<file path="src/tle_pkg.sv">
`timescale 1ns / 1ps
// ----------------------------------------------------------------------------
// tle_pkg: shared types, codes and microprogram of the line editor
// Word formats, datapath control word, status word, byte classes and the
// microcode ROM with its dispatch map.
// ----------------------------------------------------------------------------
package tle_pkg;

  localparam int LINE_BYTES = 16;
  localparam int CNT_W      = $clog2(LINE_BYTES + 1);
  localparam int IDX_W      = (LINE_BYTES > 1) ? $clog2(LINE_BYTES) : 1;
  localparam int UPC_W      = 5;

  // result channels
  localparam logic [1:0] CH_ECHO = 2'd0;
  localparam logic [1:0] CH_CHAR = 2'd1;
  localparam logic [1:0] CH_EOF  = 2'd2;
  localparam logic [1:0] CH_DROP = 2'd3;

  // input kinds
  localparam logic KIND_BYTE = 1'b0;

  // ASCII
  localparam logic [7:0] ASC_ETX   = 8'h03;
  localparam logic [7:0] ASC_BS    = 8'h08;
  localparam logic [7:0] ASC_TAB   = 8'h09;
  localparam logic [7:0] ASC_NL    = 8'h0a;
  localparam logic [7:0] ASC_SO    = 8'h0e;
  localparam logic [7:0] ASC_SI    = 8'h0f;
  localparam logic [7:0] ASC_NAK   = 8'h15;
  localparam logic [7:0] ASC_SP    = 8'h20;
  localparam logic [7:0] ASC_PLUS  = 8'h2b;
  localparam logic [7:0] ASC_GT    = 8'h3e;
  localparam logic [7:0] ASC_C     = 8'h43;
  localparam logic [7:0] ASC_CARET = 8'h5e;
  localparam logic [7:0] ASC_DEL   = 8'h7f;
  localparam logic [7:0] ASC_NUL   = 8'h00;

  // byte classes
  localparam logic [2:0] CL_OTHER   = 3'd0;
  localparam logic [2:0] CL_NL      = 3'd1;
  localparam logic [2:0] CL_RAW_ON  = 3'd2;
  localparam logic [2:0] CL_RAW_OFF = 3'd3;
  localparam logic [2:0] CL_INTR    = 3'd4;
  localparam logic [2:0] CL_ERASE   = 3'd5;
  localparam logic [2:0] CL_KILL    = 3'd6;
  localparam logic [2:0] CL_PRINT   = 3'd7;

  // byte sources
  localparam logic [1:0] BS_LIT    = 2'd0;
  localparam logic [1:0] BS_EDIT   = 2'd1;
  localparam logic [1:0] BS_MEM    = 2'd2;
  localparam logic [1:0] BS_PROMPT = 2'd3;

  // last-flag modes
  localparam logic [1:0] LM_0    = 2'd0;
  localparam logic [1:0] LM_1    = 2'd1;
  localparam logic [1:0] LM_FILL = 2'd2;

  // counter / flag ops
  localparam logic [1:0] OP_HOLD = 2'd0;
  localparam logic [1:0] OP_INC  = 2'd1;
  localparam logic [1:0] OP_DEC  = 2'd2;
  localparam logic [1:0] OP_CLR  = 2'd3;
  localparam logic [1:0] FL_HOLD = 2'd0;
  localparam logic [1:0] FL_SET  = 2'd1;
  localparam logic [1:0] FL_CLR  = 2'd2;

  // jump conditions
  localparam logic [3:0] C_NEXT      = 4'd0;
  localparam logic [3:0] C_ALWAYS    = 4'd1;
  localparam logic [3:0] C_NO_WORD   = 4'd2;
  localparam logic [3:0] C_BYTE      = 4'd3;
  localparam logic [3:0] C_WAITING   = 4'd4;
  localparam logic [3:0] C_READ_GE   = 4'd5;
  localparam logic [3:0] C_FILL_ZERO = 4'd6;
  localparam logic [3:0] C_FILL_NZ   = 4'd7;
  localparam logic [3:0] C_FILL_FULL = 4'd8;
  localparam logic [3:0] C_DISPATCH  = 4'd9;

  // microprogram labels
  localparam logic [UPC_W-1:0] S_IDLE      = 5'd0;
  localparam logic [UPC_W-1:0] S_KIND      = 5'd1;
  localparam logic [UPC_W-1:0] S_REQ       = 5'd2;
  localparam logic [UPC_W-1:0] S_REQ_AVAIL = 5'd3;
  localparam logic [UPC_W-1:0] S_DELIVER   = 5'd4;
  localparam logic [UPC_W-1:0] S_PROMPT    = 5'd5;
  localparam logic [UPC_W-1:0] S_PROMPT_SP = 5'd6;
  localparam logic [UPC_W-1:0] S_BYTE      = 5'd7;
  localparam logic [UPC_W-1:0] S_DROP      = 5'd8;
  localparam logic [UPC_W-1:0] S_DISPATCH  = 5'd9;
  localparam logic [UPC_W-1:0] S_NL        = 5'd10;
  localparam logic [UPC_W-1:0] S_NL_ECHO   = 5'd11;
  localparam logic [UPC_W-1:0] S_RAW_ON    = 5'd12;
  localparam logic [UPC_W-1:0] S_RAW_OFF   = 5'd13;
  localparam logic [UPC_W-1:0] S_INTR      = 5'd14;
  localparam logic [UPC_W-1:0] S_INTR_C    = 5'd15;
  localparam logic [UPC_W-1:0] S_INTR_NL   = 5'd16;
  localparam logic [UPC_W-1:0] S_INTR_EOF  = 5'd17;
  localparam logic [UPC_W-1:0] S_ERASE     = 5'd18;
  localparam logic [UPC_W-1:0] S_ERASE_BS  = 5'd19;
  localparam logic [UPC_W-1:0] S_ERASE_SP  = 5'd20;
  localparam logic [UPC_W-1:0] S_ERASE_BS2 = 5'd21;
  localparam logic [UPC_W-1:0] S_KILL      = 5'd22;
  localparam logic [UPC_W-1:0] S_KILL_BS   = 5'd23;
  localparam logic [UPC_W-1:0] S_KILL_SP   = 5'd24;
  localparam logic [UPC_W-1:0] S_KILL_BS2  = 5'd25;
  localparam logic [UPC_W-1:0] S_KILL_DONE = 5'd26;
  localparam logic [UPC_W-1:0] S_PRINT     = 5'd27;
  localparam logic [UPC_W-1:0] S_PRINT_WR  = 5'd28;

  typedef struct packed {
    logic       kind;
    logic [7:0] byte_in;
    logic       continuation;
  } in_word_t;

  typedef struct packed {
    logic [1:0] channel;
    logic [7:0] byte_out;
    logic       last;
  } out_word_t;

  typedef struct packed {
    logic             latch;
    logic             emit;
    logic             gate;      // echo suppressed in raw mode
    logic [1:0]       ch;
    logic [1:0]       bsrc;
    logic [7:0]       lit;
    logic [1:0]       last_mode;
    logic [3:0]       cond;
    logic [UPC_W-1:0] target;
    logic [1:0]       fill_op;
    logic [1:0]       read_op;
    logic [1:0]       wait_op;
    logic [1:0]       raw_op;
    logic             mem_wr;
  } ctl_t;

  typedef struct packed {
    logic       in_valid;
    logic       byte_item;
    logic       waiting;
    logic       read_ge;
    logic       fill_zero;
    logic       fill_full;
    logic [2:0] cls;
    logic       stall;
  } stat_t;

  localparam ctl_t CTL_NOP = '{default: '0};

  function automatic logic [UPC_W-1:0] tle_dispatch(input logic [2:0] cls);
    logic [UPC_W-1:0] t;
    unique case (cls)
      CL_NL:      t = S_NL;
      CL_RAW_ON:  t = S_RAW_ON;
      CL_RAW_OFF: t = S_RAW_OFF;
      CL_INTR:    t = S_INTR;
      CL_ERASE:   t = S_ERASE;
      CL_KILL:    t = S_KILL;
      CL_PRINT:   t = S_PRINT;
      default:    t = S_IDLE;
    endcase
    return t;
  endfunction

  function automatic ctl_t tle_rom(input logic [UPC_W-1:0] pc);
    ctl_t w;
    w = CTL_NOP;
    unique case (pc)
      S_IDLE: begin
        w.latch = 1'b1; w.cond = C_NO_WORD; w.target = S_IDLE;
      end
      S_KIND: begin
        w.cond = C_BYTE; w.target = S_BYTE;
      end
      S_REQ: begin
        w.cond = C_WAITING; w.target = S_IDLE;
      end
      S_REQ_AVAIL: begin
        w.cond = C_READ_GE; w.target = S_PROMPT;
      end
      S_DELIVER: begin
        w.emit = 1'b1; w.ch = CH_CHAR; w.bsrc = BS_MEM; w.last_mode = LM_1;
        w.read_op = OP_INC; w.cond = C_ALWAYS; w.target = S_IDLE;
      end
      S_PROMPT: begin
        w.emit = 1'b1; w.ch = CH_ECHO; w.bsrc = BS_PROMPT;
      end
      S_PROMPT_SP: begin
        w.emit = 1'b1; w.ch = CH_ECHO; w.lit = ASC_SP; w.last_mode = LM_1;
        w.fill_op = OP_CLR; w.read_op = OP_CLR; w.wait_op = FL_SET;
        w.cond = C_ALWAYS; w.target = S_IDLE;
      end
      S_BYTE: begin
        w.cond = C_WAITING; w.target = S_DISPATCH;
      end
      S_DROP: begin
        w.emit = 1'b1; w.ch = CH_DROP; w.lit = ASC_NUL; w.last_mode = LM_1;
        w.cond = C_ALWAYS; w.target = S_IDLE;
      end
      S_DISPATCH: begin
        w.cond = C_DISPATCH;
      end
      S_NL: begin
        w.mem_wr = 1'b1; w.fill_op = OP_INC; w.wait_op = FL_CLR;
      end
      S_NL_ECHO: begin
        w.emit = 1'b1; w.gate = 1'b1; w.ch = CH_ECHO; w.bsrc = BS_EDIT;
        w.cond = C_ALWAYS; w.target = S_DELIVER;
      end
      S_RAW_ON: begin
        w.raw_op = FL_SET; w.cond = C_ALWAYS; w.target = S_IDLE;
      end
      S_RAW_OFF: begin
        w.raw_op = FL_CLR; w.cond = C_ALWAYS; w.target = S_IDLE;
      end
      S_INTR: begin
        w.emit = 1'b1; w.gate = 1'b1; w.ch = CH_ECHO; w.lit = ASC_CARET;
      end
      S_INTR_C: begin
        w.emit = 1'b1; w.gate = 1'b1; w.ch = CH_ECHO; w.lit = ASC_C;
      end
      S_INTR_NL: begin
        w.emit = 1'b1; w.gate = 1'b1; w.ch = CH_ECHO; w.lit = ASC_NL;
      end
      S_INTR_EOF: begin
        w.emit = 1'b1; w.ch = CH_EOF; w.lit = ASC_NUL; w.last_mode = LM_1;
        w.wait_op = FL_CLR; w.cond = C_ALWAYS; w.target = S_IDLE;
      end
      S_ERASE: begin
        w.cond = C_FILL_ZERO; w.target = S_IDLE;
      end
      S_ERASE_BS: begin
        w.emit = 1'b1; w.ch = CH_ECHO; w.lit = ASC_BS; w.fill_op = OP_DEC;
      end
      S_ERASE_SP: begin
        w.emit = 1'b1; w.ch = CH_ECHO; w.lit = ASC_SP;
      end
      S_ERASE_BS2: begin
        w.emit = 1'b1; w.ch = CH_ECHO; w.lit = ASC_BS; w.last_mode = LM_1;
        w.cond = C_ALWAYS; w.target = S_IDLE;
      end
      S_KILL: begin
        w.cond = C_FILL_ZERO; w.target = S_IDLE;
      end
      S_KILL_BS: begin
        w.emit = 1'b1; w.ch = CH_ECHO; w.lit = ASC_BS; w.fill_op = OP_DEC;
      end
      S_KILL_SP: begin
        w.emit = 1'b1; w.ch = CH_ECHO; w.lit = ASC_SP;
      end
      S_KILL_BS2: begin
        w.emit = 1'b1; w.ch = CH_ECHO; w.lit = ASC_BS; w.last_mode = LM_FILL;
        w.cond = C_FILL_NZ; w.target = S_KILL_BS;
      end
      S_KILL_DONE: begin
        w.cond = C_ALWAYS; w.target = S_IDLE;
      end
      S_PRINT: begin
        w.cond = C_FILL_FULL; w.target = S_IDLE;
      end
      S_PRINT_WR: begin
        w.emit = 1'b1; w.gate = 1'b1; w.ch = CH_ECHO; w.bsrc = BS_EDIT;
        w.last_mode = LM_1; w.mem_wr = 1'b1; w.fill_op = OP_INC;
        w.cond = C_ALWAYS; w.target = S_IDLE;
      end
      default: begin
        w.cond = C_ALWAYS; w.target = S_IDLE;
      end
    endcase
    return w;
  endfunction

endpackage

</file>
<file path="src/tle_ram.sv">
`timescale 1ns / 1ps
// ----------------------------------------------------------------------------
// tle_ram: generic single-write, single-read RAM
// One write port, one read port with registered read data.
// ----------------------------------------------------------------------------
module tle_ram #(
  parameter int WIDTH = 8,
  parameter int DEPTH = 16
) (
  input  logic                                    clk,
  input  logic                                    we,
  input  logic [(DEPTH > 1 ? $clog2(DEPTH) : 1)-1:0] waddr,
  input  logic [WIDTH-1:0]                        wdata,
  input  logic [(DEPTH > 1 ? $clog2(DEPTH) : 1)-1:0] raddr,
  output logic [WIDTH-1:0]                        rdata
);

  logic [WIDTH-1:0] mem_r [DEPTH];
  logic [WIDTH-1:0] rdata_r;

  always_ff @(posedge clk) begin
    if (we) begin
      mem_r[waddr] <= wdata;
    end
    rdata_r <= mem_r[raddr];
  end

  assign rdata = rdata_r;

endmodule

</file>
<file path="src/tle_seq.sv">
`timescale 1ns / 1ps
// ----------------------------------------------------------------------------
// tle_seq: microcode sequencer
// Step counter, control ROM and conditional / dispatch branching.
// ----------------------------------------------------------------------------
module tle_seq import tle_pkg::*; (
  input  logic  clk,
  input  logic  rst_n,
  input  stat_t st,
  output ctl_t  ctl
);

  logic [UPC_W-1:0] upc_r, upc_nxt;
  logic             take;

  assign ctl = tle_rom(upc_r);

  always_comb begin
    unique case (ctl.cond)
      C_NEXT:      take = 1'b0;
      C_ALWAYS:    take = 1'b1;
      C_NO_WORD:   take = !st.in_valid;
      C_BYTE:      take = st.byte_item;
      C_WAITING:   take = st.waiting;
      C_READ_GE:   take = st.read_ge;
      C_FILL_ZERO: take = st.fill_zero;
      C_FILL_NZ:   take = !st.fill_zero;
      C_FILL_FULL: take = st.fill_full;
      C_DISPATCH:  take = 1'b1;
      default:     take = 1'b1;
    endcase
  end

  always_comb begin
    if (st.stall) begin
      upc_nxt = upc_r;
    end else if (ctl.cond == C_DISPATCH) begin
      upc_nxt = tle_dispatch(st.cls);
    end else if (take) begin
      upc_nxt = ctl.target;
    end else begin
      upc_nxt = upc_r + UPC_W'(1);
    end
  end

  always_ff @(posedge clk) begin
    if (!rst_n) begin
      upc_r <= S_IDLE;
    end else begin
      upc_r <= upc_nxt;
    end
  end

endmodule

</file>
<file path="src/tle_dp.sv">
`timescale 1ns / 1ps
// ----------------------------------------------------------------------------
// tle_dp: line editor datapath
// Input word latch, line counters, mode flags, byte classifier, result mux
// and the output register.
// ----------------------------------------------------------------------------
module tle_dp import tle_pkg::*; (
  input  logic             clk,
  input  logic             rst_n,
  input  ctl_t             ctl,
  output stat_t            st,
  input  logic             in_valid,
  input  in_word_t         in_data,
  output logic             out_valid,
  input  logic             out_ready,
  output out_word_t        out_data,
  output logic             mem_we,
  output logic [IDX_W-1:0] mem_waddr,
  output logic [7:0]       mem_wdata,
  output logic [IDX_W-1:0] mem_raddr,
  input  logic [7:0]       mem_rdata
);

  in_word_t         word_r;
  logic [CNT_W-1:0] fill_r, fill_nxt;
  logic [CNT_W-1:0] read_r, read_nxt;
  logic             raw_r, raw_nxt;
  logic             wait_r, wait_nxt;
  logic             out_valid_r, out_valid_nxt;
  out_word_t        out_data_r, out_data_nxt;

  logic       emit_eff;
  logic       go;
  logic [7:0] c;
  logic [7:0] edit_byte;
  logic [7:0] res_byte;
  logic       res_last;
  logic [2:0] cls;

  assign c         = word_r.byte_in;
  assign edit_byte = (c == ASC_TAB) ? ASC_SP : c;

  always_comb begin
    if (c == ASC_NL) begin
      cls = CL_NL;
    end else if (c == ASC_SO) begin
      cls = CL_RAW_ON;
    end else if (c == ASC_SI) begin
      cls = CL_RAW_OFF;
    end else if (c == ASC_ETX) begin
      cls = CL_INTR;
    end else if (c == ASC_BS || c == ASC_DEL) begin
      cls = CL_ERASE;
    end else if (c == ASC_NAK) begin
      cls = CL_KILL;
    end else if (c == ASC_TAB || c >= ASC_SP) begin
      cls = CL_PRINT;
    end else begin
      cls = CL_OTHER;
    end
  end

  // emit stalls only while the output register is full and not taken
  assign emit_eff = ctl.emit && !(ctl.gate && raw_r);
  assign go       = !(emit_eff && out_valid_r && !out_ready);

  always_comb begin
    st.in_valid  = in_valid;
    st.byte_item = (word_r.kind == KIND_BYTE);
    st.waiting   = wait_r;
    st.read_ge   = (read_r >= fill_r);
    st.fill_zero = (fill_r == '0);
    st.fill_full = (fill_r >= CNT_W'(LINE_BYTES - 1));
    st.cls       = cls;
    st.stall     = !go;
  end

  always_comb begin
    case (ctl.bsrc)
      BS_EDIT:   res_byte = edit_byte;
      BS_MEM:    res_byte = mem_rdata;
      BS_PROMPT: res_byte = word_r.continuation ? ASC_PLUS : ASC_GT;
      default:   res_byte = ctl.lit;
    endcase
    case (ctl.last_mode)
      LM_1:    res_last = 1'b1;
      LM_FILL: res_last = (fill_r == '0);
      default: res_last = 1'b0;
    endcase
  end

  always_comb begin
    fill_nxt = fill_r;
    read_nxt = read_r;
    raw_nxt  = raw_r;
    wait_nxt = wait_r;
    if (go) begin
      case (ctl.fill_op)
        OP_INC:  fill_nxt = fill_r + CNT_W'(1);
        OP_DEC:  fill_nxt = fill_r - CNT_W'(1);
        OP_CLR:  fill_nxt = '0;
        default: fill_nxt = fill_r;
      endcase
      case (ctl.read_op)
        OP_INC:  read_nxt = read_r + CNT_W'(1);
        OP_CLR:  read_nxt = '0;
        default: read_nxt = read_r;
      endcase
      case (ctl.raw_op)
        FL_SET:  raw_nxt = 1'b1;
        FL_CLR:  raw_nxt = 1'b0;
        default: raw_nxt = raw_r;
      endcase
      case (ctl.wait_op)
        FL_SET:  wait_nxt = 1'b1;
        FL_CLR:  wait_nxt = 1'b0;
        default: wait_nxt = wait_r;
      endcase
    end
  end

  always_comb begin
    out_valid_nxt = out_valid_r;
    out_data_nxt  = out_data_r;
    if (go && emit_eff) begin
      out_valid_nxt         = 1'b1;
      out_data_nxt.channel  = ctl.ch;
      out_data_nxt.byte_out = res_byte;
      out_data_nxt.last     = res_last;
    end else if (out_ready) begin
      out_valid_nxt = 1'b0;
    end
  end

  always_ff @(posedge clk) begin
    if (!rst_n) begin
      fill_r      <= '0;
      read_r      <= '0;
      raw_r       <= 1'b0;
      wait_r      <= 1'b0;
      out_valid_r <= 1'b0;
    end else begin
      fill_r      <= fill_nxt;
      read_r      <= read_nxt;
      raw_r       <= raw_nxt;
      wait_r      <= wait_nxt;
      out_valid_r <= out_valid_nxt;
    end
  end

  always_ff @(posedge clk) begin
    if (ctl.latch && in_valid) begin
      word_r <= in_data;
    end
    out_data_r <= out_data_nxt;
  end

  assign mem_we    = go && ctl.mem_wr;
  assign mem_waddr = fill_r[IDX_W-1:0];
  assign mem_wdata = edit_byte;
  assign mem_raddr = read_r[IDX_W-1:0];

  assign out_valid = out_valid_r;
  assign out_data  = out_data_r;

endmodule

</file>
<file path="src/terminal_line_editor_unit.sv">
`timescale 1ns / 1ps
// ----------------------------------------------------------------------------
// terminal_line_editor_unit: canonical-mode terminal line editor
// Collects and edits a terminal line and hands it to a reader a byte at a time.
// ----------------------------------------------------------------------------
// A word on the input channel is either a terminal byte (kind 0) or a read
// request from the reader (kind 1); each word yields zero or more result
// words on the output channel, the final one flagged with last. The editor
// takes one input word at a time: in_ready is high only while the sequencer
// sits on its idle step. The microcode steps run in turn, and a step that emits
// a result stalls while the output register is still full and out_ready is low.
// Results leave through a single output register, so a finished word can
// wait for the reader while the sequencer moves on to its next step. The
// line is held in a 16-byte RAM with registered read; its contents need no
// clearing after reset, since only written bytes are ever read back.
// ----------------------------------------------------------------------------
module terminal_line_editor_unit import tle_pkg::*; (
  input  logic      clk,
  input  logic      rst_n,
  input  logic      in_valid,
  output logic      in_ready,
  input  in_word_t  in_data,
  output logic      out_valid,
  input  logic      out_ready,
  output out_word_t out_data
);

  ctl_t             ctl;
  stat_t            st;
  logic             mem_we;
  logic [IDX_W-1:0] mem_waddr;
  logic [7:0]       mem_wdata;
  logic [IDX_W-1:0] mem_raddr;
  logic [7:0]       mem_rdata;

  // sequencer: step counter plus control ROM
  tle_seq u_seq (
    .clk   (clk),
    .rst_n (rst_n),
    .st    (st),
    .ctl   (ctl)
  );

  // only the idle step latches a new word
  assign in_ready = ctl.latch;

  // datapath: counters, flags, result mux, output register
  tle_dp u_dp (
    .clk       (clk),
    .rst_n     (rst_n),
    .ctl       (ctl),
    .st        (st),
    .in_valid  (in_valid),
    .in_data   (in_data),
    .out_valid (out_valid),
    .out_ready (out_ready),
    .out_data  (out_data),
    .mem_we    (mem_we),
    .mem_waddr (mem_waddr),
    .mem_wdata (mem_wdata),
    .mem_raddr (mem_raddr),
    .mem_rdata (mem_rdata)
  );

  // line store: written at the fill count, read at the read count
  tle_ram #(
    .WIDTH (8),
    .DEPTH (LINE_BYTES)
  ) u_line (
    .clk   (clk),
    .we    (mem_we),
    .waddr (mem_waddr),
    .wdata (mem_wdata),
    .raddr (mem_raddr),
    .rdata (mem_rdata)
  );

endmodule

</file>
<file path="config.mk">
export PLATFORM = sky130hd
export DESIGN_NAME = terminal_line_editor_unit
export DESIGN_NICKNAME = d
export VERILOG_FILES = /design/src/tle_pkg.sv /design/src/tle_ram.sv /design/src/tle_seq.sv /design/src/tle_dp.sv /design/src/terminal_line_editor_unit.sv
export SDC_FILE = /design/constraint.sdc
export NUM_CORES = 1
export LEC_CHECK = 0
export BUFFER_PORTS_ARGS = -buffer_cell sky130_fd_sc_hd__buf_2
export CAP_MARGIN = 20
export CORE_MARGIN = 2
export CORE_UTILIZATION = 40
export CTS_CLUSTER_DIAMETER = 50
export DETAILED_ROUTE_END_ITERATION = 6
export GPL_TIMING_DRIVEN = 0
export PLACE_DENSITY = 0.63
export SYNTH_ARGS = -nofsm -noshare
export SYNTH_HDL_FRONTEND = slang
export SYNTH_SLANG_ARGS = --single-unit
</file>
<file path="constraint.sdc">
create_clock -name clk -period 4.3 [get_ports clk]
set_input_delay 0.86 -clock clk [delete_from_list [all_inputs] [get_ports clk]]
set_output_delay 0.86 -clock clk [all_outputs]
set_load 0.005 [all_outputs]
</file>
==> impl_metrics.json, run 1 <==
{
  "cts_root_buffer": "sky130_fd_sc_hd__clkbuf_16",
  "boundaryPins": 27,
  "globalRouteTotalUtil_pct": 17.9,
  "dp_hpwl_mm": 13.2,
  "grt_antenna_before_repair": 0,
  "yosysUniqueCellTypes": 72,
  "postSynthNetCount": 601,
  "area_growth_pct": 14.2,
  "worst_r2r_endpoint": "u_line.mem_r[13][0]",
  "post_route_antenna_net_violation_count": 0,
  "timing_worst_slew_pin_value_ps": 1000,
  "layout-drive-gt1-share_pct": 20.7,
  "average_footprint_of_a_synthesized_cell_um2": 14.1,
  "outcome": "completed",
  "max_clock_freq_mhz": 240,
  "dieArea_um2": 21200,
  "finalHoldViolCount": 0,
  "antennaDiodeCount": 0,
  "leakage_uw": 0.00299,
  "hold_path_class": "reg2reg",
  "final_min_period_over_clock_period_pct": 96.7,
  "r2r_start": "u_seq.upc_r[2]",
  "ff2ff_setup_slack_ps": 140,
  "timing.critical_path.cells": "buf_2, clkbuf_1, and3_1, ha_1, a311oi_1, a21boi_1, a311oi_2, buf_2, nor2_1, nand3_1, nor2_1",
  "worst-endpoint-required_ps": 4370,
  "timing.hold.worst_path_depth": 2,
  "fin_crit_ps": 4160,
  "drcViolationCount": 0,
  "yosys_register_bits": 175,
  "via_count": 4983,
  "max_cap_viol_count": 0,
  "preCtsSetupSlack_ps": 155,
  "grt_max_degree": 22,
  "gp_congestion": 0.923,
  "post-route-worst-setup-slack_ps": 141,
  "final.setup_skew_ps": 11.3,
  "tritoncts": "done",
  "start_util_pct": 41.0,
  "clock_tree.htree_level_count": 4,
  "core_utilization_of_the_finished_layout_pct": 46.8,
  "finish.cell_count_without_fillers": 892,
  "post-synth-top-area-cell": "sky130_fd_sc_hd__edfxtp_1",
  "worst-setup-path-type": "reg2reg",
  "crit_path_start_kind": "register",
  "post_cts_resize_count": 0,
  "drt_first_pass_iters": 5,
  "synth-seq-area-share_pct": 62.2,
  "setup_repair_after_global_routing_missed_its_margin": "true",
  "vias_per_cell": 5.59,
  "crit_path_top_delay_cell": "sky130_fd_sc_hd__nor2_1",
  "min_to": "u_dp.raw_r",
  "pwr_dens_nw_per_um2": 529,
  "worstRegToRegCells": 11,
  "per_cell_routed_wire_length_um": 20.7,
  "detailedRoute.firstIterationViolations": 412,
  "timing_max_transition_violations_final": 0,
  "grt_overflow_total": 0,
  "core_area_um2": 19600,
  "synth.area.top_cells": "sky130_fd_sc_hd__edfxtp_1, sky130_fd_sc_hd__mux4_2, sky130_fd_sc_hd__dfxtp_1",
  "rows": 51,
  "min_from": "u_dp.raw_r",
  "ys_dominant_reg_cell": "sky130_fd_sc_hd__edfxtp_1",
  "ctsHoldBuffers": 0,
  "synthArstFlopShare_pct": 0,
  "number_of_enable_type_register_cells_in_the_synthesized_netlist": 149,
  "cp_data_arrival_time_ps": 4220,
  "syn_inst": 568,
  "fp.dieW_um": 146,
  "placement.io_buffers": 26,
  "grt_pass1_vias": 4921,
  "detail_route.wirelength_mm": 18.5,
  "slew-limit-headroom_pct": 33.3,
  "post-cts-setup-buffers": 0,
  "clock_transition_at_the_registers_of_the_reported_paths_ps": 80,
  "ys.warnings.count": 0,
  "grt_first_pass_wirelength_mm": 28.8,
  "setup_viol": 0,
  "synthesis.area_um2": 8030,
  "worst_path_largest_cell_delay_ps": 670,
  "vdd_drop_max_uv": 207,
  "clock-sinks": 175,
  "critPathMaxFanout": 10,
  "clock_insertion_delay_worst_skew_ps": 440,
  "design_power_uw": 4850,
  "placed_cells": 859,
  "worst_hold_slack_ps": 502,
  "cts_buffer_depth": 2,
  "cts_buffers": 17,
  "fp.dieH_um": 146,
  "crit_path_end_kind": "register",
  "finalNetCount": 647,
  "synth_top_area_share_pct": 55.8
}
[stage by stage]
stage | area [um^2] | setup TNS (ps)
after floorplan | 8030 | 0
after global placement | 8490 | 0
after detailed placement | 8490 | 0
after CTS | 9140 | 0
after global routing | 9160 | -864
final | 9160 | 0
[how the worst max path moves through the flow]
stage | start | end | slack [ps] | cells past startpoint
finish | u_seq.upc_r[2] | u_line.mem_r[13][0] | 140 | 11
CTS | u_seq.upc_r[2] | u_line.mem_r[3][1] | 140 | 11
global placement | u_seq.upc_r[2] | u_line.mem_r[1][3] | 210 | 11
floorplan | u_seq.upc_r[2] | u_line.mem_r[10][0] | 1300 | 9
global route | u_seq.upc_r[2] | u_line.mem_r[9][7] | -60 | 11
detailed placement | u_seq.upc_r[2] | u_line.mem_r[3][5] | 150 | 11
[layout by cell type, fill, tap and decap left out, drive strengths merged, types with 2 or more instances in the layout]
master / count
and2: 6
inv: 25
clkinv: 6
nand4b: 2
buf: 38
xor2: 4
a21oi: 32
a211oi: 8
or4: 2
a31oi: 4
nand3b: 2
nand2: 32
clkbuf: 39
ha: 18
dfxtp: 26
a2111oi: 2
mux2i: 4
a211o: 6
nand3: 8
nor4: 2
nor2b: 8
nor2: 56
a21o: 2
nor3: 16
o22ai: 2
mux4: 40
nand4: 5
nor3b: 2
mux2: 2
o31ai: 4
o21ai: 28
or2: 2
a221oi: 4
a311oi: 3
a31o: 2
edfxtp: 149
nand2b: 12
and3: 4
or3: 2
[Yosys cell counts, drive strengths merged (5+ instances only)]
master / count
a211o: 6
a211oi: 8
a21oi: 32
and2: 6
buf: 11
clkbuf: 22
dfxtp: 26
edfxtp: 149
ha: 18
inv: 17
mux4: 40
nand2: 32
nand2b: 12
nand3: 8
nand4: 5
nor2: 56
nor2b: 8
nor3: 16
o21ai: 28
[cell families after synthesis]
group                    Yosys count  share of synthesized area [%]
flip-flops                       175                           62.2
AND/OR/NAND/NOR                  163                           10.1
AO/OA/AOI/OAI                    110                           9.48
buffers and inverters             50                           2.54
multiplexers                      46                           12.1
adder cells (fa/ha/maj)           19                           3.06
XOR/XNOR                           5                          0.546
[power by group]
group | total [uW] | internal (uW) | switching (uW)
combinational | 1120 | 414 | 710
sequential | 2100 | 2040 | 67.4
clock | 1620 | 862 | 761
total | 4850 | 3310 | 1540
[per-layer routing]
metal / routed length (um) / vias to the layer above / track usage, %
li1: - / 2306 / -
met1: 8390 / 2485 / 24.9
met2: 8790 / 164 / 28.2
met3: 913 / 28 / 3.82
met4: 402 / 0 / 5.98
met5: 0 / - / 0
[flip-flops by register name (all words and copies together), names as in the netlist, 2 cells and up]
register,flops
u_line.mem_r,128
u_dp.word_r,2
u_line.rdata,8
u_dp.read_r,5
u_dp.fill_r,5
u_seq.upc_r,5
u_dp.c,8
u_dp.out_data,11
[area by class of cell]
cell class / instances / area [um^2]
Fill cell: 1713 / 10400
Sequential cell: 175 / 4990
Multi-Input combinational cell: 343 / 2840
Clock buffer: 17 / 425
Tap cell: 265 / 332
Clock inverter: 15 / 225
Buffer: 33 / 140
Timing Repair Buffer: 27 / 138
Inverter: 17 / 63.8
[worst max-delay path, delay by kind of cell (launching register included)]
kind / cells / cell delay, ps
and+or+nand+nor: 4 / 1390
buffers and inverters: 3 / 920
AOI/OAI and AO/OA: 3 / 660
DFF: 1 / 520
adders and majority gates: 1 / 290
Power figures use the tool's default switching activity.
==> inputs of run 2 (changes only) <==
--- a/config.mk
+++ b/config.mk
@@ -12,7 +12,6 @@
 export CTS_CLUSTER_DIAMETER = 50
 export DETAILED_ROUTE_END_ITERATION = 6
 export GPL_TIMING_DRIVEN = 0
-export PLACE_DENSITY = 0.63
 export SYNTH_ARGS = -nofsm -noshare
 export SYNTH_HDL_FRONTEND = slang
 export SYNTH_SLANG_ARGS = --single-unit
==> impl_metrics.json, run 2 (synthesis results as in run 1) <==
{
  "outcome": "finished, violations left",
  "violations": "DRC",
  "per_cell_routed_wire_length_um": 21.4,
  "cts_buffer_depth": 2,
  "worst-endpoint-required_ps": 4360,
  "placement.io_buffers": 26,
  "critPathMaxFanout": 10,
  "finish.cell_count_without_fillers": 892,
  "fp.dieW_um": 146,
  "grt_overflow_total": 0,
  "clock_insertion_delay_worst_skew_ps": 440,
  "net_switching_uw": 1510,
  "gate_power_share_pct": 23.5,
  "timing.hold.worst_path_depth": 2,
  "boundaryPins": 27,
  "timing_max_transition_violations_final": 0,
  "multi_input_area_um2": 2840,
  "crit_path_top_delay_cell": "sky130_fd_sc_hd__nor2_1",
  "totalNegativeSetupSlack_ps": 0,
  "grt_max_degree": 20,
  "post_cts_resize_count": 0,
  "power_frac_clock_pct": 32.6,
  "detail_route.wirelength_mm": 19.1,
  "finalHoldViolCount": 0,
  "rows": 51,
  "final.setup_skew_ps": 13.9,
  "clock_tree.htree_level_count": 4,
  "timing_worst_slew_pin_value_ps": 969,
  "crit_path_end_kind": "register",
  "ctsHoldBuffers": 0,
  "clock_transition_at_the_registers_of_the_reported_paths_ps": 70,
  "dp_hpwl_mm": 13.6,
  "registers.top_by_ff_count": "u_line.mem_r",
  "worst_hold_slack_ps": 502,
  "fin_crit_ps": 4130,
  "drt_first_pass_iters": 7,
  "post-route-cell-area_um2": 9130,
  "max_clock_freq_mhz": 242,
  "worst_path_largest_cell_delay_ps": 670,
  "start_util_pct": 41.0,
  "antennaDiodeCount": 0,
  "tritoncts": "done",
  "slew-limit-headroom_pct": 35.4,
  "most_common_cell_after_layout_fill_and_taps_aside": "sky130_fd_sc_hd__edfxtp_1",
  "cts_buffers": 17,
  "post-cts-setup-buffers": 0,
  "finalNetCount": 647,
  "max_cap_viol_count": 0,
  "fp.dieH_um": 146,
  "dr.max_layer_used": "met4",
  "sequential_fraction_of_design_power_pct": 43.9,
  "placement_cell_area_um2": 8490,
  "setup_viol": 0,
  "gp_congestion": 0.880,
  "sw_share_pct": 31.4,
  "met3_length_mm": 1.10,
  "final_cell_mix": "sky130_fd_sc_hd__edfxtp_1, sky130_fd_sc_hd__nor2_1, sky130_fd_sc_hd__mux4_2, sky130_fd_sc_hd__buf_2, sky130_fd_sc_hd__nand2_1",
  "via_count": 5082,
  "timing.critical_path.cells": "buf_2, clkbuf_1, and3_1, ha_1, a311oi_1, a21boi_1, a311oi_2, buf_2, nor2_1, nand3_1, nor2_1",
  "drcViolationCount": 1,
  "layout-drive-gt1-share_pct": 20.4,
  "wl_met1_mm": 8.43,
  "n_fill_cell": 1686,
  "cp_data_arrival_time_ps": 4200,
  "vdd_drop_max_uv": 234,
  "seq_area_um2": 4990,
  "leakage_uw": 0.00298,
  "grt_antenna_before_repair": 0,
  "post_route_antenna_net_violation_count": 0,
  "vias_per_cell": 5.70,
  "grt_pass1_vias": 5092,
  "largest_reg_flops": 128,
  "clock-sinks": 175,
  "final_min_period_over_clock_period_pct": 96.1,
  "route.met2.wl_mm": 9.27,
  "dieArea_um2": 21200,
  "worst-setup-path-type": "reg2reg",
  "globalRouteTotalUtil_pct": 18.5,
  "design_power_uw": 4800,
  "power.internal_uw": 3290,
  "detailedRoute.firstIterationViolations": 460,
  "pwr_dens_nw_per_um2": 525,
  "area_growth_pct": 13.8,
  "worstRegToRegCells": 11,
  "setup_repair_after_global_routing_missed_its_margin": "true",
  "crit_path_start_kind": "register",
  "placed_cells": 859,
  "grt_first_pass_wirelength_mm": 29.9,
  "hold_path_class": "reg2reg",
  "core_area_um2": 19600,
  "cts_root_buffer": "sky130_fd_sc_hd__clkbuf_16"
}
run 2: cell count changes in the layout (fill, tap and decap cells not counted):
cell	before	now
sky130_fd_sc_hd__inv_12	2	0
sky130_fd_sc_hd__nor2_1	48	49
sky130_fd_sc_hd__inv_8	5	2
sky130_fd_sc_hd__inv_6	1	3
sky130_fd_sc_hd__clkinv_1	0	1
sky130_fd_sc_hd__nor2_2	7	6
sky130_fd_sc_hd__clkinv_4	0	2
run 2: routing by layer:
| layer | up-vias | track usage, % |
|---|---|---|
| met5 | - | 0 |
| met4 | 0 | 5.39 |
| met3 | 19 | 3.70 |
| met2 | 185 | 29.8 |
| met1 | 2574 | 25.7 |
| li1 | 2304 | - |
run 2: path summary, 6_finish.rpt:
check,from,end,slack [ps]
max,u_seq.upc_r[2],u_line.mem_r[7][3],170
min,u_dp.wait_r,u_dp.wait_r,500
max reg2reg,u_seq.upc_r[2],u_line.mem_r[7][3],170
min reg2reg,u_dp.wait_r,u_dp.wait_r,500
run 2: power by group through the flow:
stage	combinational (uW)	clock [uW]	sequential [uW]
detailed placement	1110	0	2140
global route	1220	1670	2120
global placement	1080	0	2140
finish	1130	1570	2100
CTS	1110	1600	2110
floorplan	772	0	2120
run 2: stage by stage:
| stage | worst slack [ps] | utilization [%] |
|---|---|---|
| 6_report | 167 | 46.6 |
| 5_1_grt | -61.4 | 46.6 |
| 4_1_cts | 110 | 46.5 |
| 3_5_place_dp | 150 | 43.3 |
| 3_3_place_gp | 188 | 43.3 |
| 2_1_floorplan | 1300 | - |
run 2: worst max-delay path, delay by kind of cell, from the launching register on:
family / cells / cell delay (ps)
and+or+nand+nor: 4 / 1360
buffers and inverters: 3 / 990
AOI/OAI and AO/OA: 3 / 650
DFF: 1 / 500
adders and majority gates: 1 / 260
run 2: final cells by class:
class,count,share of cell area (%)
multi-input combinational,343,31.1
clock inverter,15,2.16
clock buffer,17,4.66
sequential,175,54.7
buffer,33,1.53
tap,265,3.63
inverter,17,0.699
timing repair buffer,27,1.51
==> inputs of run 3 (changes only) <==
--- a/config.mk
+++ b/config.mk
@@ -6,7 +6,8 @@
 export NUM_CORES = 1
 export LEC_CHECK = 0
 export BUFFER_PORTS_ARGS = -buffer_cell sky130_fd_sc_hd__buf_2
-export CAP_MARGIN = 20
+export CAP_MARGIN = 5
+export CORE_ASPECT_RATIO = 1.4
 export CORE_MARGIN = 2
 export CORE_UTILIZATION = 40
 export CTS_CLUSTER_DIAMETER = 50
==> impl_metrics.json, run 3 (synthesis results as in run 1) <==
{
  "fin_crit_ps": 4160,
  "fp.dieW_um": 124,
  "timing_max_transition_violations_final": 0,
  "clock_tree.htree_level_count": 4,
  "area_growth_pct": 12.8,
  "fp.dieH_um": 172,
  "drcViolationCount": 0,
  "worst-setup-path-type": "reg2reg",
  "max_clock_freq_mhz": 241,
  "via_count": 5022,
  "drt_first_pass_iters": 5,
  "registers.top_by_ff_count": "u_line.mem_r",
  "crit_path_end_kind": "register",
  "critical_path.endpoint": "u_line.mem_r[5][1]",
  "final_min_period_over_clock_period_pct": 96.6,
  "dp_hpwl_mm": 14.3,
  "n_fill_cell": 1728,
  "grt_first_pass_wirelength_mm": 30.5,
  "worst-endpoint-required_ps": 4350,
  "cts_root_buffer": "sky130_fd_sc_hd__clkbuf_16",
  "detailedRoute.firstIterationViolations": 419,
  "vdd_drop_max_uv": 278,
  "boundaryPins": 27,
  "gp_congestion": 0.970,
  "placement_cell_area_um2": 8470,
  "final.setup_skew_ps": 9.55,
  "clock_transition_at_the_registers_of_the_reported_paths_ps": 70,
  "grt_pass1_vias": 5241,
  "cp_data_arrival_time_ps": 4210,
  "setup_repair_after_global_routing_missed_its_margin": "true",
  "setup.worst_path.start": "u_seq.upc_r[2]",
  "critPathMaxFanout": 10,
  "cts_buffer_depth": 2,
  "grt_max_degree": 18,
  "per_cell_routed_wire_length_um": 22.5,
  "worst_path_largest_cell_delay_ps": 730,
  "cts_buffers": 17,
  "clock_insertion_delay_worst_skew_ps": 430,
  "antennaDiodeCount": 0,
  "finalHoldViolCount": 0,
  "largest_reg_flops": 128,
  "min_from": "u_dp.wait_r",
  "finalNetCount": 646,
  "detail_route.wirelength_mm": 19.7,
  "core_area_um2": 19800,
  "setup_viol": 0,
  "clock-sinks": 175,
  "crit_path_start_kind": "register",
  "final_cell_mix": "sky130_fd_sc_hd__edfxtp_1, sky130_fd_sc_hd__nor2_1, sky130_fd_sc_hd__mux4_2, sky130_fd_sc_hd__buf_2, sky130_fd_sc_hd__nand2_1",
  "vias_per_cell": 5.72,
  "grt_overflow_total": 0,
  "post-route-cell-area_um2": 9060,
  "pwr_dens_nw_per_um2": 525,
  "multi_input_area_um2": 2830,
  "ff2ff_setup_slack_ps": 140,
  "globalRouteTotalUtil_pct": 19.8,
  "start_util_pct": 40.6,
  "layout-drive-gt1-share_pct": 19.3,
  "post-cts-setup-buffers": 0,
  "post_route_antenna_net_violation_count": 0,
  "slew-limit-headroom_pct": 25.5,
  "tritoncts": "done",
  "leakage_uw": 0.00295,
  "core_utilization_of_the_finished_layout_pct": 45.8,
  "timing.critical_path.cells": "buf_2, clkbuf_1, and3_1, ha_1, a311oi_1, a21boi_1, a311oi_2, buf_2, nor2_1, nand3_1, nor2_1",
  "dieArea_um2": 21200,
  "seq_area_um2": 4990,
  "timing_worst_slew_pin_value_ps": 1120,
  "worst_r2r_endpoint": "u_line.mem_r[5][1]",
  "worstRegToRegCells": 11,
  "max_cap_viol_count": 0,
  "most_common_cell_after_layout_fill_and_taps_aside": "sky130_fd_sc_hd__edfxtp_1",
  "crit_path_top_delay_cell": "sky130_fd_sc_hd__nor2_1",
  "rows": 61,
  "grt_antenna_before_repair": 0,
  "r2r_start": "u_seq.upc_r[2]",
  "placement.io_buffers": 26,
  "outcome": "completed",
  "hold_path_class": "reg2reg"
}
run 3: cell types whose count changed in the layout (fill, tap and decap cells not counted), moves of 2 or more:
| cell | delta |
|---|---|
| sky130_fd_sc_hd__clkinvlp_4 | +2 |
| sky130_fd_sc_hd__inv_8 | +2 |
| sky130_fd_sc_hd__clkinv_8 | -5 |
| sky130_fd_sc_hd__nor2_2 | -5 |
| sky130_fd_sc_hd__nor2_1 | +5 |
| sky130_fd_sc_hd__clkbuf_1 | +2 |
run 3: worst min path at each step:
| stage | to | slack, ps | cells past startpoint |
|---|---|---|---|
| finish | u_dp.wait_r | 510 | 2 |
| global route | u_dp.raw_r | 550 | 2 |
| CTS | u_dp.wait_r | 510 | 2 |
| detailed placement | u_dp.raw_r | 500 | 2 |
| global placement | u_dp.raw_r | 480 | 2 |
| floorplan | u_dp.wait_r | 470 | 2 |
run 3: per-layer routing:
layer  global-route usage [%]  vias up  routed length, um
li1                         -     2299                  -
met1                     21.3     2521               7410
met2                     36.8      155              10800
met3                     3.22       47                631
met4                     10.2        0                859
met5                        0        -                  0
run 3: final cells by class:
| type | count | share of cell area (%) |
|---|---|---|
| inverter | 17 | 0.705 |
| multi-input combinational | 343 | 31.2 |
| timing repair buffer | 26 | 1.44 |
| buffer | 33 | 1.55 |
| clock inverter | 13 | 1.66 |
| clock buffer | 19 | 4.78 |
| sequential | 175 | 55.2 |
| tap | 252 | 3.48 |
run 3: power breakdown:
group	internal, uW	switching, uW	leakage [uW]	total [uW]
combinational	411	731	0.00111	1140
sequential	2040	64.3	0.00156	2100
clock	824	687	0.000279	1510
total	3270	1480	0.00295	4760
run 3: critical path, delay by kind of cell, from the launching register on:
family	cells	cell delay [ps]
DFF	1	510
and+or+nand+nor	4	1450
AOI/OAI and AO/OA	3	620
buffers and inverters	3	960
adders and majority gates	1	250
run 3: what timing repair did:
item,CTS,global route
endpoints found under the setup margin,0,64
hold buffers,0,0
resized for setup,0,1
run 3: through the flow:
step	hold WS (ps)	total power, uW	setup TNS [ps]	worst slack, ps	instances
finish	507	4760	0	144	878
global route	547	4940	-4230	-117	878
CTS	508	4770	0	212	878
detailed placement	496	3270	0	249	846
global placement	483	3240	0	213	846
floorplan	474	2890	0	1300	568
